File: config.mk
export PLATFORM = sky130hd
export DESIGN_NAME = ppst_cordic
export DESIGN_NICKNAME = d
export VERILOG_FILES = /design/src/ppst_pkg.sv /design/src/ppst_cordic.sv
export SDC_FILE = /design/constraint.sdc
export NUM_CORES = 2
export LEC_CHECK = 0
export BUFFER_PORTS_ARGS = -buffer_cell sky130_fd_sc_hd__buf_2
export CORE_MARGIN = 8
export CORE_UTILIZATION = 30
export DETAILED_ROUTE_END_ITERATION = 6
export PLACE_DENSITY = 0.53
export SYNTH_ARGS = -nofsm -noshare
export SYNTH_HDL_FRONTEND = slang
export SYNTH_SLANG_ARGS = --single-unit
File: constraint.sdc
create_clock -name clk -period 10.2 [get_ports clk]
set_clock_uncertainty 0.1 [all_clocks]
set_input_delay 2.55 -clock clk [delete_from_list [all_inputs] [get_ports clk]]
set_output_delay 2.55 -clock clk [all_outputs]
set_load 0.005 [all_outputs]
File: src/ppst_pkg.sv
// Shared types, constants and the arctangent lookup table for the pure pursuit steering block.
`default_nettype none
package ppst_pkg;

  localparam int MAX_WAYPOINTS = 1024;
  localparam int IDX_W         = $clog2(MAX_WAYPOINTS);
  localparam int LEN_W         = IDX_W + 1;
  localparam int ANGLE_BITS    = 16;
  localparam int CORDIC_STEPS  = 30;
  localparam int ALPHA_SH      = 32 - ANGLE_BITS;

  localparam logic [32:0] MAX_DIST_CM  = 33'd10000000;
  localparam logic [48:0] MAX_DIST_SQ  = 49'd100000000000000;
  localparam logic [LEN_W-1:0] MAX_LEN = LEN_W'(MAX_WAYPOINTS);

  localparam logic OP_WAYPOINT = 1'b0;
  localparam logic OP_FIX      = 1'b1;

  localparam logic [2:0] CFG_PATH_LENGTH = 3'd0;
  localparam logic [2:0] CFG_LOOK_OFFSET = 3'd1;
  localparam logic [2:0] CFG_AXLE_LENGTH = 3'd2;
  localparam logic [2:0] CFG_SPEED       = 3'd3;

  typedef struct packed {
    logic                    op;
    logic [9:0]              waypoint_index;
    logic signed [31:0]      east_cm;
    logic signed [31:0]      north_cm;
    logic signed [15:0]      heading_angle;
    logic                    fix_valid;
  } in_item_t;

  typedef struct packed {
    logic [15:0]        speed_cmd;
    logic signed [15:0] rudder_cmd;
    logic signed [15:0] steer_angle;
    logic [9:0]         nearest_index;
    logic [9:0]         lookahead_index;
    logic               no_fix;
  } out_item_t;

  typedef struct packed {
    logic start;
    logic vec;   // 1 vectoring, 0 rotation
  } cor_req_t;

  typedef struct packed {
    logic               done;
    logic signed [63:0] x;
    logic signed [63:0] y;
    logic signed [33:0] z;
    logic [5:0]         sh;
  } cor_rsp_t;

  // atan(2^-i) with pi = 2^31
  function automatic logic [29:0] atan_lut(input logic [4:0] i);
    logic [29:0] v;
    case (i)
      5'd0:  v = 30'd536870912;
      5'd1:  v = 30'd316933406;
      5'd2:  v = 30'd167458907;
      5'd3:  v = 30'd85004756;
      5'd4:  v = 30'd42667331;
      5'd5:  v = 30'd21354465;
      5'd6:  v = 30'd10679838;
      5'd7:  v = 30'd5340245;
      5'd8:  v = 30'd2670163;
      5'd9:  v = 30'd1335087;
      5'd10: v = 30'd667544;
      5'd11: v = 30'd333772;
      5'd12: v = 30'd166886;
      5'd13: v = 30'd83443;
      5'd14: v = 30'd41722;
      5'd15: v = 30'd20861;
      5'd16: v = 30'd10430;
      5'd17: v = 30'd5215;
      5'd18: v = 30'd2608;
      5'd19: v = 30'd1304;
      5'd20: v = 30'd652;
      5'd21: v = 30'd326;
      5'd22: v = 30'd163;
      5'd23: v = 30'd81;
      5'd24: v = 30'd41;
      5'd25: v = 30'd20;
      5'd26: v = 30'd10;
      5'd27: v = 30'd5;
      5'd28: v = 30'd3;
      5'd29: v = 30'd1;
      default: v = 30'd0;
    endcase
    return v;
  endfunction

endpackage
`default_nettype wire

File: src/ppst_cordic.sv
// Shared iterative CORDIC: vectoring (atan2, magnitude) and rotation, one step per cycle.
`default_nettype none
module ppst_cordic
  import ppst_pkg::*;
(
  input  wire logic               clk,
  input  wire logic               rst_n,
  input  wire cor_req_t           req,
  input  wire logic signed [63:0] x0,
  input  wire logic signed [63:0] y0,
  input  wire logic signed [33:0] z0,
  output cor_rsp_t                rsp
);

  typedef enum logic [2:0] {
    U_IDLE = 3'b001,
    U_NORM = 3'b010,
    U_ITER = 3'b100
  } ustate_t;

  localparam logic signed [63:0] NORM_LIM = 64'sd1 <<< 57;
  localparam logic signed [33:0] HALF_PI  = 34'sd1 <<< 30;

  ustate_t            st_r;
  logic               vec_r;
  logic               done_r;
  logic signed [63:0] x_r, y_r;
  logic signed [33:0] z_r;
  logic [5:0]         sh_r;
  logic [4:0]         it_r;

  logic signed [63:0] xs_c, ys_c;
  logic signed [33:0] at_c;
  logic               dir_c;
  logic               small_c;

  assign xs_c    = x_r >>> it_r;
  assign ys_c    = y_r >>> it_r;
  assign at_c    = 34'(atan_lut(it_r));
  // rotate counterclockwise: vectoring when y <= 0, rotation when z >= 0
  assign dir_c   = vec_r ? (y_r > 64'sd0) : (z_r >= 34'sd0);
  assign small_c = (x_r < NORM_LIM) && (x_r > -NORM_LIM) &&
                   (y_r < NORM_LIM) && (y_r > -NORM_LIM);

  always_ff @(posedge clk) begin
    if (!rst_n) begin
      st_r   <= U_IDLE;
      done_r <= 1'b0;
    end else begin
      done_r <= 1'b0;
      unique case (st_r)
        U_IDLE: begin
          if (req.start) begin
            vec_r <= req.vec;
            x_r   <= x0;
            y_r   <= y0;
            sh_r  <= '0;
            it_r  <= '0;
            if (req.vec) begin
              z_r <= '0;
              if (x0 == 64'sd0 && y0 == 64'sd0) begin
                done_r <= 1'b1;
              end else begin
                st_r <= U_NORM;
              end
            end else begin
              z_r  <= z0;
              st_r <= U_ITER;
            end
          end
        end
        U_NORM: begin
          if (small_c) begin
            x_r  <= x_r <<< 1;
            y_r  <= y_r <<< 1;
            sh_r <= sh_r + 6'd1;
          end else begin
            // fold the left half plane by a quarter turn
            if (x_r < 64'sd0) begin
              if (y_r >= 64'sd0) begin
                x_r <= y_r;
                y_r <= -x_r;
                z_r <= HALF_PI;
              end else begin
                x_r <= -y_r;
                y_r <= x_r;
                z_r <= -HALF_PI;
              end
            end
            st_r <= U_ITER;
          end
        end
        U_ITER: begin
          if (dir_c == vec_r) begin
            // vectoring with y > 0: clockwise; rotation with z < 0: clockwise
            x_r <= x_r + ys_c;
            y_r <= y_r - xs_c;
            z_r <= vec_r ? z_r + at_c : z_r + at_c;
          end else begin
            x_r <= x_r - ys_c;
            y_r <= y_r + xs_c;
            z_r <= z_r - at_c;
          end
          if (it_r == 5'(CORDIC_STEPS - 1)) begin
            done_r <= 1'b1;
            st_r   <= U_IDLE;
          end else begin
            it_r <= it_r + 5'd1;
          end
        end
        default: st_r <= U_IDLE;
      endcase
    end
  end

  assign rsp.done = done_r;
  assign rsp.x    = x_r;
  assign rsp.y    = y_r;
  assign rsp.z    = z_r;
  assign rsp.sh   = sh_r;

endmodule
`default_nettype wire

==> metrics.txt <==
largest net degree at the start of global routing approximately 120; Yosys reg bits 208; DRC Markers 3; hold_buf cts 0; DRT antenna net count 0; final core utilization about a third; sum of negative setup slack 0 ns; critical path's largest stage delay 0.77 ns; Final period util 88.1%; synthesized area per cell around 8.0 um^2; Peak Freq roughly 0.11 GHz; io pins 335; Setup Viol. Count Final 0; endpoints failing hold 0; die area 139000 um^2; post-synth top area share a little over an eighth; Sink Count approximately 210; most frequent cells in the layout nand2_1 (453), o21ai_0 (410), a21oi_1 (386); critical path class reg2reg; overall die height between 300 and 400 um; Setup Buffers After CTS 0; crit start category flop; Die W 373 um; CTS resizes 0; status finished, violations left; CTS Buf Count 35; wire per inst 31.3 um; unrepaired setup endpoints after global routing false; Mapped Nets just over 5000; Max Fanout on Critical Path 41; floorplan core area 127000 um^2; Req. time, crit path 10.42 ns; Cells after Synth roughly 4800; DRT iter0 DRCs 6210; Yosys top cell by area edfxtp_1; global-route wire length before repair 292000 um; Site Rows 131; TritonCTS clock tree done; GRT Overall Usage 27.8%; initial core utilization 30.1%; Worst Path Arrival 9.20 ns; grt total ovfl 0; Clk pin slew, worst setup/hold paths about 0.08 ns; vias in the first global route between 40000 and 50000; Area growth syn-to-layout 11.1%; worst-margin pin slew about 1.3 ns; commonest non-fill, non-tap cell in the layout nand2_1; worst path bufs/invs 2; violated checks design-rule violations; antenna violations before repair 21; H-tree depth 2; Min Clock Period, post-route ~9 ns; Post-synth EDFFs 174; final RePlAce weighted congestion approximately 1.0; CP max stage cell a2111oi_0; share of cells above drive strength 1 17.9%; VDD IR max around 0.00013 V; post-DP HPWL roughly 160000 um; first-pass detailed-route iteration total 7; CP Capture Type flop; Clk Latency, worst-skew pair 0.64 ns; Leak 16.5 nW; top_reg_cell synth edfxtp_1; Worst path top cell family by delay compound AO/OA/AOI/OAI gates; synth unique cells 111; synth top area cells edfxtp_1 (14%), mux4_2 (8.8%), ha_1 (6.2%), o21ai_0 (5.4%), xnor2_1 (5.3%); max-cap violation count 0; via density per instance 6.47; CTS Buffer Depth 3; power per cell area 249 nW/um^2; Slew HR 14.8%; worst-path cell chain or4_1 > nor4_1 > or4b_2 > or3_1 > o41a_1 > nand2_1 > nand2_4 > buf_4 > a41oi_1 > xor2_1 > ha_1 > and3_1 > o211a_1 > a2111oi_0 > o211ai_1 > a2111oi_0 > buf_4 > nor2_1 > a211oi_1 > o31ai_1 > a221oi_1 > mux2i_1 > o211ai_1; drt total wl 207000 um; CTS root buf clkbuf_16; number of port buffers between 300 and 400; Final #Nets 5254; Syn Std Cell Area 38200 um^2; Max Slew Vio Count 0; DR vias approximately 43000; Seq/Total Area, Yosys 15.5%; ys async rst share 0%; worst hold path class reg2reg; Ys Warns 0
## worst register-to-register path, stage by stage (launching register included)
cell       delay, ns
edfxtp_1        0.67
or4_1           0.63
nor4_1          0.40
or4b_2          0.64
or3_1           0.52
o41a_1          0.52
nand2_1         0.28
nand2_4         0.11
buf_4           0.33
a41oi_1         0.30
xor2_1          0.18
ha_1            0.29
and3_1          0.22
o211a_1         0.15
a2111oi_0       0.77
o211ai_1        0.33
a2111oi_0       0.51
buf_4           0.20
nor2_1          0.09
a211oi_1        0.51
o31ai_1         0.22
a221oi_1        0.38
mux2i_1         0.24
o211ai_1        0.10
## report_power, final
part	internal (mW)	switching, mW
clock	0.754	0.543
sequential	1.11	0.276
combinational	2.95	4.91
total	4.82	5.73
## final timing paths
kind,end,depth (start not counted),startpoint,slack (ns)
worst max-delay path,y_r[62],23,y_r[32],1.22
worst min-delay path,sh_r[0],1,sh_r[0],0.51
worst max register to register,y_r[62],23,y_r[32],1.22
worst min register to register,sh_r[0],1,sh_r[0],0.51
## routing by layer
metal  up-vias  routed length (um)  global-route usage [%]
li1      18400                   -                       -
met1     20600               80300                    35.6
met2      2978               86500                    41.5
met3       595               26100                    8.36
met4         8               13600                    15.4
met5         -                  57                       0
## area by class of cell
cell class / count / area [um^2]
Timing Repair Buffer: 496 / 2980
Fill cell: 13600 / 84600
Sequential cell: 208 / 5910
Multi-Input combinational cell: 4051 / 29900
Clock buffer: 48 / 976
Clock inverter: 15 / 188
Inverter: 103 / 387
Antenna cell: 8 / 20.0
Tap cell: 1662 / 2080
## state kept, by name (all words and copies together), names as in the netlist
name,cells
at_c,30
done_r,1
it_r,5
sh_r,6
st_r,3
vec_r,1
x_r,64
y_r,64
z_r,34
## cells in the mapped netlist, types with 36 or more instances
master,count
o221ai_1,39
nand4_1,50
o21bai_1,36
inv_1,100
nor3_1,89
a31oi_1,58
xnor2_1,230
and3_1,36
o22ai_1,51
nor2_1,372
edfxtp_1,174
o211ai_1,42
mux2_2,87
nor4_1,56
a22oi_1,59
nand2_1,455
nand3_1,96
xor2_1,187
o31ai_1,42
nand2b_1,49
buf_2,54
a21o_1,100
a211oi_1,76
a21oi_1,386
clkbuf_1,299
mux4_2,150
ha_1,190
mux2i_1,164
o21ai_0,413
## kinds of logic after synthesis
kind of cell / synth area share, %
adder cells (fa/ha/maj): 6.38
flip-flops: 15.5
AO/OA/AOI/OAI: 26.8
multiplexers: 17.2
AND/OR/NAND/NOR: 18.1
buffers and inverters: 6.51
XOR/XNOR: 9.56
## stage by stage
step	instance area [um^2]	power, mW	hold slack (ns)	instances	setup slack [ns]
3_5_place_dp	41300	9.00	0.507	6520	1.43
4_1_cts	42400	10.4	0.515	6583	1.38
2_1_floorplan	38200	6.74	0.500	4799	0.149
5_1_grt	42400	11.1	0.542	6584	0.738
6_report	42400	10.6	0.507	6591	1.22
3_3_place_gp	41300	9.02	0.494	6520	1.46
(Power assumes the default switching activity.)
